==> src/hdl/afbms_pkg.sv <==
// Shared types and constants for the audio format best-match selector.
// No dependencies; used by every module of the block.
`default_nettype none

package afbms_pkg;

  // Field widths fixed by the stream format
  localparam int CHAN_W      = 8;
  localparam int RES_W       = 8;
  localparam int SUBSLOT_W   = 8;
  localparam int RATE_W      = 32;
  localparam int CONT_W      = SUBSLOT_W + 3;  // subslot bytes times 8
  localparam int STATUS_W    = 2;
  localparam int ALT_INDEX_W = 5;

  localparam int IN_TDATA_W  = 120;
  localparam int IN_TUSER_W  = 2;
  localparam int OUT_TDATA_W = 8;

  localparam int CFG_IDX_W   = 2;
  localparam int CFG_DATA_W  = 32;

  localparam int MAX_ALTS_DEF = 32;
  localparam int QUEUE_DEPTH  = 2;

  // Register indexes on the configuration channel
  localparam logic [CFG_IDX_W-1:0] REG_WANTED_RATE     = 2'd0;
  localparam logic [CFG_IDX_W-1:0] REG_WANTED_CHANNELS = 2'd1;
  localparam logic [CFG_IDX_W-1:0] REG_WANTED_BITS     = 2'd2;

  // Register reset values
  localparam logic [RATE_W-1:0] WANTED_RATE_RST     = 32'd48000;
  localparam logic [CHAN_W-1:0] WANTED_CHANNELS_RST = 8'd2;
  localparam logic [RES_W-1:0]  WANTED_BITS_RST     = 8'd16;

  typedef logic [STATUS_W-1:0] status_t;

  localparam status_t ST_FOUND      = 2'd0;
  localparam status_t ST_NO_CHANNEL = 2'd1;
  localparam status_t ST_NO_WIDTH   = 2'd2;
  localparam status_t ST_NO_RATE    = 2'd3;

  // Classified item as passed from front to back
  typedef struct packed {
    logic              end_list;
    logic              end_alt;
    logic              ch_ok;
    logic              width_ok;
    logic              exact_hit;
    logic              range_valid;
    logic              in_range;
    logic              present;
    logic [CONT_W-1:0] container;
    logic [RES_W-1:0]  res;
  } cls_t;

endpackage

`default_nettype wire

==> src/hdl/afbms_front.sv <==
// Front end: configuration registers and per-beat classification.
// Depends on afbms_pkg; feeds afbms_queue through a one-stage register.
`default_nettype none

module afbms_front (
  input  wire logic                                clk,
  input  wire logic                                rst_n,
  // configuration
  input  wire logic                                cfg_valid,
  input  wire logic [afbms_pkg::CFG_IDX_W-1:0]     cfg_index,
  input  wire logic [afbms_pkg::CFG_DATA_W-1:0]    cfg_data,
  // input stream
  input  wire logic                                in_tvalid,
  output logic                                     in_tready,
  input  wire logic [afbms_pkg::IN_TDATA_W-1:0]    in_tdata,
  input  wire logic [afbms_pkg::IN_TUSER_W-1:0]    in_tuser,
  input  wire logic                                in_tlast,
  // to queue
  output logic                                     f_valid,
  input  wire logic                                f_ready,
  output afbms_pkg::cls_t                          f_rec
);

  logic [afbms_pkg::RATE_W-1:0] wanted_rate_r;
  logic [afbms_pkg::CHAN_W-1:0] wanted_channels_r;
  logic [afbms_pkg::RES_W-1:0]  wanted_bits_r;

  logic                         f_valid_r, f_valid_nxt;
  afbms_pkg::cls_t              f_rec_r;
  afbms_pkg::cls_t              cls;

  logic [afbms_pkg::CHAN_W-1:0]    alt_channels;
  logic [afbms_pkg::RES_W-1:0]     alt_resolution;
  logic [afbms_pkg::SUBSLOT_W-1:0] alt_subslot_bytes;
  logic [afbms_pkg::RATE_W-1:0]    alt_rate_min;
  logic [afbms_pkg::RATE_W-1:0]    alt_rate_max;
  logic [afbms_pkg::RATE_W-1:0]    listed_rate;
  logic                            in_acc;

  assign alt_channels      = in_tdata[7:0];
  assign alt_resolution    = in_tdata[15:8];
  assign alt_subslot_bytes = in_tdata[23:16];
  assign alt_rate_min      = in_tdata[55:24];
  assign alt_rate_max      = in_tdata[87:56];
  assign listed_rate       = in_tdata[119:88];

  always_ff @(posedge clk) begin
    if (!rst_n) begin
      wanted_rate_r     <= afbms_pkg::WANTED_RATE_RST;
      wanted_channels_r <= afbms_pkg::WANTED_CHANNELS_RST;
      wanted_bits_r     <= afbms_pkg::WANTED_BITS_RST;
    end else if (cfg_valid) begin
      case (cfg_index)
        afbms_pkg::REG_WANTED_RATE:     wanted_rate_r     <= cfg_data;
        afbms_pkg::REG_WANTED_CHANNELS: wanted_channels_r <= cfg_data[7:0];
        afbms_pkg::REG_WANTED_BITS:     wanted_bits_r     <= cfg_data[7:0];
        default: ;
      endcase
    end
  end

  always_comb begin
    cls           = '0;
    cls.end_list  = in_tlast;
    cls.end_alt   = in_tuser[1];
    cls.present   = in_tuser[0];
    cls.res       = alt_resolution;
    cls.container = {alt_subslot_bytes, 3'b000};
    cls.ch_ok     = (alt_channels == wanted_channels_r);
    cls.width_ok  = (alt_resolution >= wanted_bits_r) &&
                    (cls.container >= {3'b000, alt_resolution});
    cls.exact_hit = in_tuser[0] && (listed_rate == wanted_rate_r);
    cls.range_valid = (alt_rate_min != '0) && (alt_rate_max >= alt_rate_min);
    cls.in_range  = (wanted_rate_r >= alt_rate_min) && (wanted_rate_r <= alt_rate_max);
  end

  assign in_tready = !f_valid_r || f_ready;
  assign in_acc    = in_tvalid && in_tready;

  always_comb begin
    f_valid_nxt = f_valid_r;
    if (in_acc)
      f_valid_nxt = 1'b1;
    else if (f_ready)
      f_valid_nxt = 1'b0;
  end

  always_ff @(posedge clk) begin
    if (!rst_n)
      f_valid_r <= 1'b0;
    else
      f_valid_r <= f_valid_nxt;
  end

  always_ff @(posedge clk) begin
    if (in_acc)
      f_rec_r <= cls;
  end

  assign f_valid = f_valid_r;
  assign f_rec   = f_rec_r;

endmodule

`default_nettype wire

==> src/hdl/afbms_queue.sv <==
// Short queue of classified beats between front and back.
// Depends on afbms_pkg for the record type and depth.
`default_nettype none

module afbms_queue (
  input  wire logic             clk,
  input  wire logic             rst_n,
  input  wire logic             push_valid,
  output logic                  push_ready,
  input  wire afbms_pkg::cls_t  push_rec,
  output logic                  pop_valid,
  input  wire logic             pop_ready,
  output afbms_pkg::cls_t       pop_rec
);

  localparam int DEPTH = afbms_pkg::QUEUE_DEPTH;
  localparam int PW    = $clog2(DEPTH);
  localparam int CW    = $clog2(DEPTH + 1);

  afbms_pkg::cls_t mem_r [DEPTH];
  logic [PW-1:0]   wr_ptr_r, wr_ptr_nxt;
  logic [PW-1:0]   rd_ptr_r, rd_ptr_nxt;
  logic [CW-1:0]   count_r, count_nxt;
  logic            do_push, do_pop;

  assign push_ready = (count_r != CW'(DEPTH));
  assign pop_valid  = (count_r != '0);
  assign do_push    = push_valid && push_ready;
  assign do_pop     = pop_valid && pop_ready;
  assign pop_rec    = mem_r[rd_ptr_r];

  always_comb begin
    wr_ptr_nxt = wr_ptr_r;
    rd_ptr_nxt = rd_ptr_r;
    count_nxt  = count_r;
    if (do_push)
      wr_ptr_nxt = (wr_ptr_r == PW'(DEPTH - 1)) ? '0 : wr_ptr_r + 1'b1;
    if (do_pop)
      rd_ptr_nxt = (rd_ptr_r == PW'(DEPTH - 1)) ? '0 : rd_ptr_r + 1'b1;
    if (do_push && !do_pop)
      count_nxt = count_r + 1'b1;
    else if (do_pop && !do_push)
      count_nxt = count_r - 1'b1;
  end

  always_ff @(posedge clk) begin
    if (!rst_n) begin
      wr_ptr_r <= '0;
      rd_ptr_r <= '0;
      count_r  <= '0;
    end else begin
      wr_ptr_r <= wr_ptr_nxt;
      rd_ptr_r <= rd_ptr_nxt;
      count_r  <= count_nxt;
    end
  end

  always_ff @(posedge clk) begin
    if (do_push)
      mem_r[wr_ptr_r] <= push_rec;
  end

endmodule

`default_nettype wire

==> src/hdl/afbms_back.sv <==
// Back end: running best-match search over classified beats and result register.
// Depends on afbms_pkg; drains afbms_queue.
`default_nettype none

module afbms_back #(
  parameter int MAX_ALTS = afbms_pkg::MAX_ALTS_DEF
) (
  input  wire logic                                clk,
  input  wire logic                                rst_n,
  input  wire logic                                q_valid,
  output logic                                     q_ready,
  input  wire afbms_pkg::cls_t                     q_rec,
  output logic                                     out_tvalid,
  input  wire logic                                out_tready,
  output logic [afbms_pkg::OUT_TDATA_W-1:0]        out_tdata
);

  localparam int CW = $clog2(MAX_ALTS + 1);
  localparam int IW = afbms_pkg::ALT_INDEX_W;
  localparam int KW = afbms_pkg::CONT_W;
  localparam int RW = afbms_pkg::RES_W;

  logic [CW-1:0] cnt_r, cnt_nxt;
  logic          seen_ch_r, seen_ch_nxt;
  logic          seen_w_r, seen_w_nxt;
  logic          have_best_r, have_best_nxt;
  logic [IW-1:0] best_slot_r, best_slot_nxt;
  logic [KW-1:0] best_cont_r, best_cont_nxt;
  logic [RW-1:0] best_res_r, best_res_nxt;
  logic          rate_hit_r, rate_hit_nxt;

  logic                 out_valid_r, out_valid_nxt;
  afbms_pkg::status_t   out_status_r, out_status_nxt;
  logic [IW-1:0]        out_index_r, out_index_nxt;

  logic pop, active, closing, rate_ok, better;

  assign q_ready = !out_valid_r || out_tready;
  assign pop     = q_valid && q_ready;
  assign active  = (cnt_r < CW'(MAX_ALTS));
  assign closing = active && (q_rec.end_alt || q_rec.end_list);

  // exact listed hit wins, then a valid range, else only an empty rate list
  assign rate_ok = rate_hit_r || q_rec.exact_hit ||
                   (q_rec.range_valid ? q_rec.in_range : !q_rec.present);
  assign better  = !have_best_r || (q_rec.container < best_cont_r) ||
                   ((q_rec.container == best_cont_r) && (q_rec.res < best_res_r));

  always_comb begin
    cnt_nxt        = cnt_r;
    seen_ch_nxt    = seen_ch_r;
    seen_w_nxt     = seen_w_r;
    have_best_nxt  = have_best_r;
    best_slot_nxt  = best_slot_r;
    best_cont_nxt  = best_cont_r;
    best_res_nxt   = best_res_r;
    rate_hit_nxt   = rate_hit_r;
    out_status_nxt = out_status_r;
    out_index_nxt  = out_index_r;
    out_valid_nxt  = out_valid_r && !out_tready;

    if (pop) begin
      if (closing) begin
        rate_hit_nxt = 1'b0;
        cnt_nxt      = cnt_r + 1'b1;
        if (q_rec.ch_ok) begin
          seen_ch_nxt = 1'b1;
          if (q_rec.width_ok) begin
            seen_w_nxt = 1'b1;
            if (rate_ok && better) begin
              have_best_nxt = 1'b1;
              best_slot_nxt = IW'(cnt_r);
              best_cont_nxt = q_rec.container;
              best_res_nxt  = q_rec.res;
            end
          end
        end
      end else if (active && q_rec.exact_hit) begin
        rate_hit_nxt = 1'b1;
      end

      if (q_rec.end_list) begin
        out_valid_nxt = 1'b1;
        if (have_best_nxt) begin
          out_status_nxt = afbms_pkg::ST_FOUND;
          out_index_nxt  = best_slot_nxt;
        end else begin
          out_index_nxt = '0;
          if (!seen_ch_nxt)
            out_status_nxt = afbms_pkg::ST_NO_CHANNEL;
          else if (!seen_w_nxt)
            out_status_nxt = afbms_pkg::ST_NO_WIDTH;
          else
            out_status_nxt = afbms_pkg::ST_NO_RATE;
        end
        // new list starts with the next beat
        cnt_nxt       = '0;
        seen_ch_nxt   = 1'b0;
        seen_w_nxt    = 1'b0;
        have_best_nxt = 1'b0;
        best_slot_nxt = '0;
        best_cont_nxt = '0;
        best_res_nxt  = '0;
        rate_hit_nxt  = 1'b0;
      end
    end
  end

  always_ff @(posedge clk) begin
    if (!rst_n) begin
      cnt_r       <= '0;
      seen_ch_r   <= 1'b0;
      seen_w_r    <= 1'b0;
      have_best_r <= 1'b0;
      best_slot_r <= '0;
      best_cont_r <= '0;
      best_res_r  <= '0;
      rate_hit_r  <= 1'b0;
      out_valid_r <= 1'b0;
    end else begin
      cnt_r       <= cnt_nxt;
      seen_ch_r   <= seen_ch_nxt;
      seen_w_r    <= seen_w_nxt;
      have_best_r <= have_best_nxt;
      best_slot_r <= best_slot_nxt;
      best_cont_r <= best_cont_nxt;
      best_res_r  <= best_res_nxt;
      rate_hit_r  <= rate_hit_nxt;
      out_valid_r <= out_valid_nxt;
    end
  end

  always_ff @(posedge clk) begin
    out_status_r <= out_status_nxt;
    out_index_r  <= out_index_nxt;
  end

  assign out_tvalid = out_valid_r;
  assign out_tdata  = {1'b0, out_index_r, out_status_r};

endmodule

`default_nettype wire

==> src/hdl/audio_format_best_match_select_core.sv <==
// Top level of the audio format best-match selector.
// Depends on afbms_pkg, afbms_front, afbms_queue and afbms_back.
`default_nettype none

// Takes one beat per rate entry of each format descriptor and one beat per
// clock when both sides keep up; a result is offered once the beat ending the
// list has passed the front register, the queue and the result register.
// The rate is set by the back end's search update, which folds one beat per
// cycle into the running best. Descriptor fields are taken from the beat that
// closes the descriptor; descriptors from index MAX_ALTS on are ignored.
// cfg_ready is always high; write the registers only while no list is in flight.
module audio_format_best_match_select_core #(
  parameter int MAX_ALTS = afbms_pkg::MAX_ALTS_DEF
) (
  input  wire logic                                clk,
  input  wire logic                                rst_n,
  // configuration: index 0 wanted_rate, 1 wanted_channels, 2 wanted_bits
  input  wire logic                                cfg_valid,
  output logic                                     cfg_ready,
  input  wire logic [afbms_pkg::CFG_IDX_W-1:0]     cfg_index,
  input  wire logic [afbms_pkg::CFG_DATA_W-1:0]    cfg_data,
  // input stream
  input  wire logic                                in_tvalid,
  output logic                                     in_tready,
  // alt_channels[7:0], alt_resolution[15:8], alt_subslot_bytes[23:16],
  // alt_rate_min[55:24], alt_rate_max[87:56], listed_rate[119:88]
  input  wire logic [afbms_pkg::IN_TDATA_W-1:0]    in_tdata,
  // rate_present[0], last_of_alt[1]
  input  wire logic [afbms_pkg::IN_TUSER_W-1:0]    in_tuser,
  input  wire logic                                in_tlast,  // last_alt
  // result stream
  output logic                                     out_tvalid,
  input  wire logic                                out_tready,
  // status[1:0], alt_index[6:2], zero[7]
  output logic [afbms_pkg::OUT_TDATA_W-1:0]        out_tdata
);

  logic            f_valid, f_ready;
  afbms_pkg::cls_t f_rec;
  logic            q_valid, q_ready;
  afbms_pkg::cls_t q_rec;

  assign cfg_ready = 1'b1;

  afbms_front u_front (
    .clk       (clk),
    .rst_n     (rst_n),
    .cfg_valid (cfg_valid),
    .cfg_index (cfg_index),
    .cfg_data  (cfg_data),
    .in_tvalid (in_tvalid),
    .in_tready (in_tready),
    .in_tdata  (in_tdata),
    .in_tuser  (in_tuser),
    .in_tlast  (in_tlast),
    .f_valid   (f_valid),
    .f_ready   (f_ready),
    .f_rec     (f_rec)
  );

  afbms_queue u_queue (
    .clk        (clk),
    .rst_n      (rst_n),
    .push_valid (f_valid),
    .push_ready (f_ready),
    .push_rec   (f_rec),
    .pop_valid  (q_valid),
    .pop_ready  (q_ready),
    .pop_rec    (q_rec)
  );

  afbms_back #(
    .MAX_ALTS (MAX_ALTS)
  ) u_back (
    .clk        (clk),
    .rst_n      (rst_n),
    .q_valid    (q_valid),
    .q_ready    (q_ready),
    .q_rec      (q_rec),
    .out_tvalid (out_tvalid),
    .out_tready (out_tready),
    .out_tdata  (out_tdata)
  );

`ifndef SYNTH
  // an error class never carries an index
  a_index_zero_on_error: assert property (@(posedge clk) disable iff (!rst_n)
    (out_tvalid && (out_tdata[1:0] != afbms_pkg::ST_FOUND)) |-> (out_tdata[6:2] == '0))
    else $error("error result with non-zero index");

  // a list-ending beat taken by the back end always shows a result next cycle
  a_result_follows_end: assert property (@(posedge clk) disable iff (!rst_n)
    (q_valid && q_ready && q_rec.end_list) |=> out_tvalid)
    else $error("list end drained without a result");

  // input back-pressure only while the front register is held by a full queue
  a_stall_cause: assert property (@(posedge clk) disable iff (!rst_n)
    !in_tready |-> (f_valid && !f_ready))
    else $error("input stalled without a full queue");

  // a held front beat stays put until the queue takes it
  a_front_hold: assert property (@(posedge clk) disable iff (!rst_n)
    (f_valid && !f_ready) |=> (f_valid && $stable(f_rec)))
    else $error("front beat lost while queue full");
`endif

endmodule

`default_nettype wire
==> config.mk <==
export PLATFORM = sky130hd
export DESIGN_NAME = audio_format_best_match_select_core
export DESIGN_NICKNAME = d
export VERILOG_FILES = /design/src/hdl/afbms_pkg.sv /design/src/hdl/afbms_front.sv /design/src/hdl/afbms_queue.sv /design/src/hdl/afbms_back.sv /design/src/hdl/audio_format_best_match_select_core.sv
export SDC_FILE = /design/constraint.sdc
export NUM_CORES = 1
export LEC_CHECK = 0
export BUFFER_PORTS_ARGS = -buffer_cell sky130_fd_sc_hd__buf_2
export CAP_MARGIN = 20
export CORE_ASPECT_RATIO = 1.1
export CORE_MARGIN = 3
export CORE_UTILIZATION = 55
export CTS_CLUSTER_DIAMETER = 120
export DETAILED_ROUTE_END_ITERATION = 7
export GPL_ROUTABILITY_DRIVEN = 0
export PLACE_DENSITY = 0.81
export SYNTH_ARGS = -nofsm -noshare
export SYNTH_HDL_FRONTEND = slang
export SYNTH_HIERARCHICAL = 1
export SYNTH_SLANG_ARGS = --single-unit
==> constraint.sdc <==
create_clock -name clk -period 6.27 [get_ports clk]
set_clock_uncertainty 0.15 [all_clocks]
set_input_delay 1.254 -clock clk [delete_from_list [all_inputs] [get_ports clk]]
set_output_delay 1.254 -clock clk [all_outputs]
set_load 0.02 [all_outputs]
==> out/qor.yml <==
max-vdd-ir-drop_uv: 266
placed_cell_area_mm2: 0.0109
p_leak_nw: 5.16
p_int_mw: 2.21
die_width_um: 134
cts_buffer_depth: 2
fmax_mhz: 273
ys.warnings.count: 6
final_area_mm2: 0.0116
avgSynthCellArea_um2: 10.4
drt_iter0_drc: 409
vias: 7698
ys_seq_area_share_pct: 43.7
maxCapViolations: 0
clk_pin_slew_ns: 0.07
synthFlopType: "dfxtp_1"
overflow: 0
netlist.area_leader.share_pct: 25.7
power_density_mw_per_mm2: 273
worstPathRequired_ns: 6.48
drc: 0
synthTopCellsByArea: "edfxtp_1, dfxtp_1, ha_1"
share_seq_of_total_power_pct: 42.7
synth_area_mm2: 0.00992
ctsResizeCount: 0
p_comb_share_pct: 23.9
drive_gt1_share_pct: 21.8
antenna_found_initial: 1
ant_nets: 0
n_antenna_cell: 0
gr-usage-met2_pct: 42.0
crit_fanout: 27
period_needed_ns: 3.66
final_cell_mix: "buf_2, ha_1, inv_1, nand2_1, dfxtp_1"
drt_pass1_iterations: 6
use_met3_pct: 4.35
worst_path_max_delay_cell: "nor3_4"
grt_first_pass_wirelength_um: 38200
maxSlewHeadroom_pct: 35.2
hold_path.class: "register to register"
syn2layout_area_growth_pct: 16.9
drv_slew: 0
io_buffers: 170
fillers: 1301
finalHoldViolations: 0
ys_ff_latch: 174
cts-root-buf: "clkbuf_16"
final_common_cell: "buf_2"
path_class: "register to register"
synthDistinctLibCells: 63
rsz0062_at_grt: "no"
crit_family: "compound AO/OA/AOI/OAI gates"
initial_core_util_pct: 57.3
placementRows: 50
async_flop_share_pct: 0
clock_latency_ns: 0.43
dieArea_mm2: 0.0197
register_area_mm2: 0.00433
cp.arrival_ns: 3.87
viasPerCell: 5.63
grt_max_degree: 65
grt_usage_pct: 24.3
core-area_mm2: 0.0173
endpoint_kind: "register"
slowest_delay_ns: 0.79
clock_sinks: 174
syn_inst: 952
reg2reg_depth: 9
postCtsSetupBuffers: 0
cts_tree: "done"
status: "finished clean"
cts_buffers: 17
switchingPower_uw: 953
met1_usage_pct: 30.0
fin_crit_sh_pct: 58.3
yosys.area.top_type: "edfxtp_1"
htree_levels: 4
die_h_um: 147
holdBufCountCts: 0
start_kind: "register"
hold_path_depth: 0
first_global_vias: 7890
nets: 1412
path_cells: "buf_4 -> mux2_2 -> ha_1 -> a21oi_1 -> nand2_1 -> a2111o_1 -> o221a_4 -> nor3_4 -> a22o_1"
io_pins: 173
setup_violations: 0
grt_busiest_layer: "met2"
p_sw_share_pct: 30.1
clkPwrFrac_pct: 33.4
tightest_slew_ns: 0.968
fin_setup_tns_ns: 0
hpwl_um: 18100
postRouteWirelength_um: 23700
timing.critical_path.buf_inv: 1
wl_per_cell_um: 17.4
critical_path_depth: 9
synth_edf_count: 85
multi_input_area_mm2: 0.00507
[logic make-up after synthesis]
group	after synthesis	share of synthesized area (%)
adder cells (fa/ha/maj)	129	16.3
AO/OA/AOI/OAI	184	13.0
flip-flops	174	43.7
multiplexers	43	4.69
other	3	0.113
buffers and inverters	126	5.33
AND/OR/NAND/NOR	250	13.1
XOR/XNOR	43	3.80
[worst reg2reg max path, delay by kind of cell (launching register included)]
kind	cells	cell delay [ns]
flip-flops	1	0.31
buffers and inverters	1	0.34
AND/OR/NAND/NOR	2	0.87
multiplexers	1	0.41
adder cells (fa/ha/maj)	1	0.33
AO/OA/AOI/OAI	4	1.18
[synth_stat cells, drive strengths merged, types with 3 or more instances]
cell,count
nor2b,18
dfxtp,89
edfxtp,85
a21oi,45
and3,3
nand2b,9
nor3,10
and4,5
ha,129
conb,3
mux2i,15
nand3,21
a22o,30
o211ai,3
a21boi,31
a221oi,5
a21o,14
and2,8
xor2,5
inv,98
clkbuf,10
nor2,20
xnor2,38
nor4,13
a211oi,7
nand3b,4
nand4,31
nand2,95
buf,18
o21a,6
o21ai,25
a31oi,4
mux2,28
[registers in the layout, indices dropped and copies added, names as in the netlist, 2 cells and up, named ones only]
name,flops
u_back/cnt_r,6
u_front/f_rec,24
u_front/wanted_rate_r,32
u_back/out_status_r,2
u_back/best_res_r,8
u_front/wanted_bits_r,8
u_back/out_index_r,5
u_back/best_slot_r,5
u_queue/mem_r,54
u_front/wanted_channels_r,8
u_back/best_cont_r,11
u_queue/count_r,2
[final cells by class]
cell class	count	area share, %
Sequential cell	174	37.4
Timing Repair Buffer	176	8.07
Clock buffer	20	4.22
Tap cell	234	2.52
Multi-Input combinational cell	654	43.7
Clock inverter	12	0.938
Inverter	98	3.17
[metal layers]
layer	vias to the layer above	routed length [um]	share of wire, %
li1	3762	-	-
met1	3637	10000	42
met2	238	12000	50
met3	59	1040	4.4
met4	2	690	2.9
met5	-	7	0.029
[power groups by stage]
stage          Sequential, mW  Combinational, mW  Clock (mW)
2_1_floorplan            1.37              0.519           0
3_3_place_gp             1.37              0.702           0
3_5_place_dp             1.38              0.728           0
4_1_cts                  1.35              0.738        1.07
5_1_grt                  1.36              0.840        1.12
6_report                 1.35              0.756        1.06
[per-stage QoR]
| step | hold slack [ns] | setup slack, ns | utilization, % | power (mW) | instances |
|---|---|---|---|---|---|
| after floorplan | 0.271 | 3.27 | - | 1.89 | 954 |
| after global placement | 0.273 | 2.78 | 63.2 | 2.07 | 1334 |
| after detailed placement | 0.281 | 2.68 | 63.2 | 2.10 | 1334 |
| after CTS | 0.294 | 2.64 | 66.6 | 3.17 | 1366 |
| after global routing | 0.298 | 2.41 | 66.9 | 3.32 | 1368 |
| final | 0.292 | 2.61 | 66.9 | 3.16 | 1368 |
[worst paths after layout]
kind,startpoint,end,slack (ns)
worst min register to register,u_front/f_rec[18],u_queue/mem_r[1][18],0.29
worst max register to register,register,u_back/best_cont_r[1],2.61
worst max-delay path,register,u_back/best_cont_r[1],2.61
worst min-delay path,u_front/f_rec[18],u_queue/mem_r[1][18],0.29
Note: power is estimated with default switching activity, not from simulation.
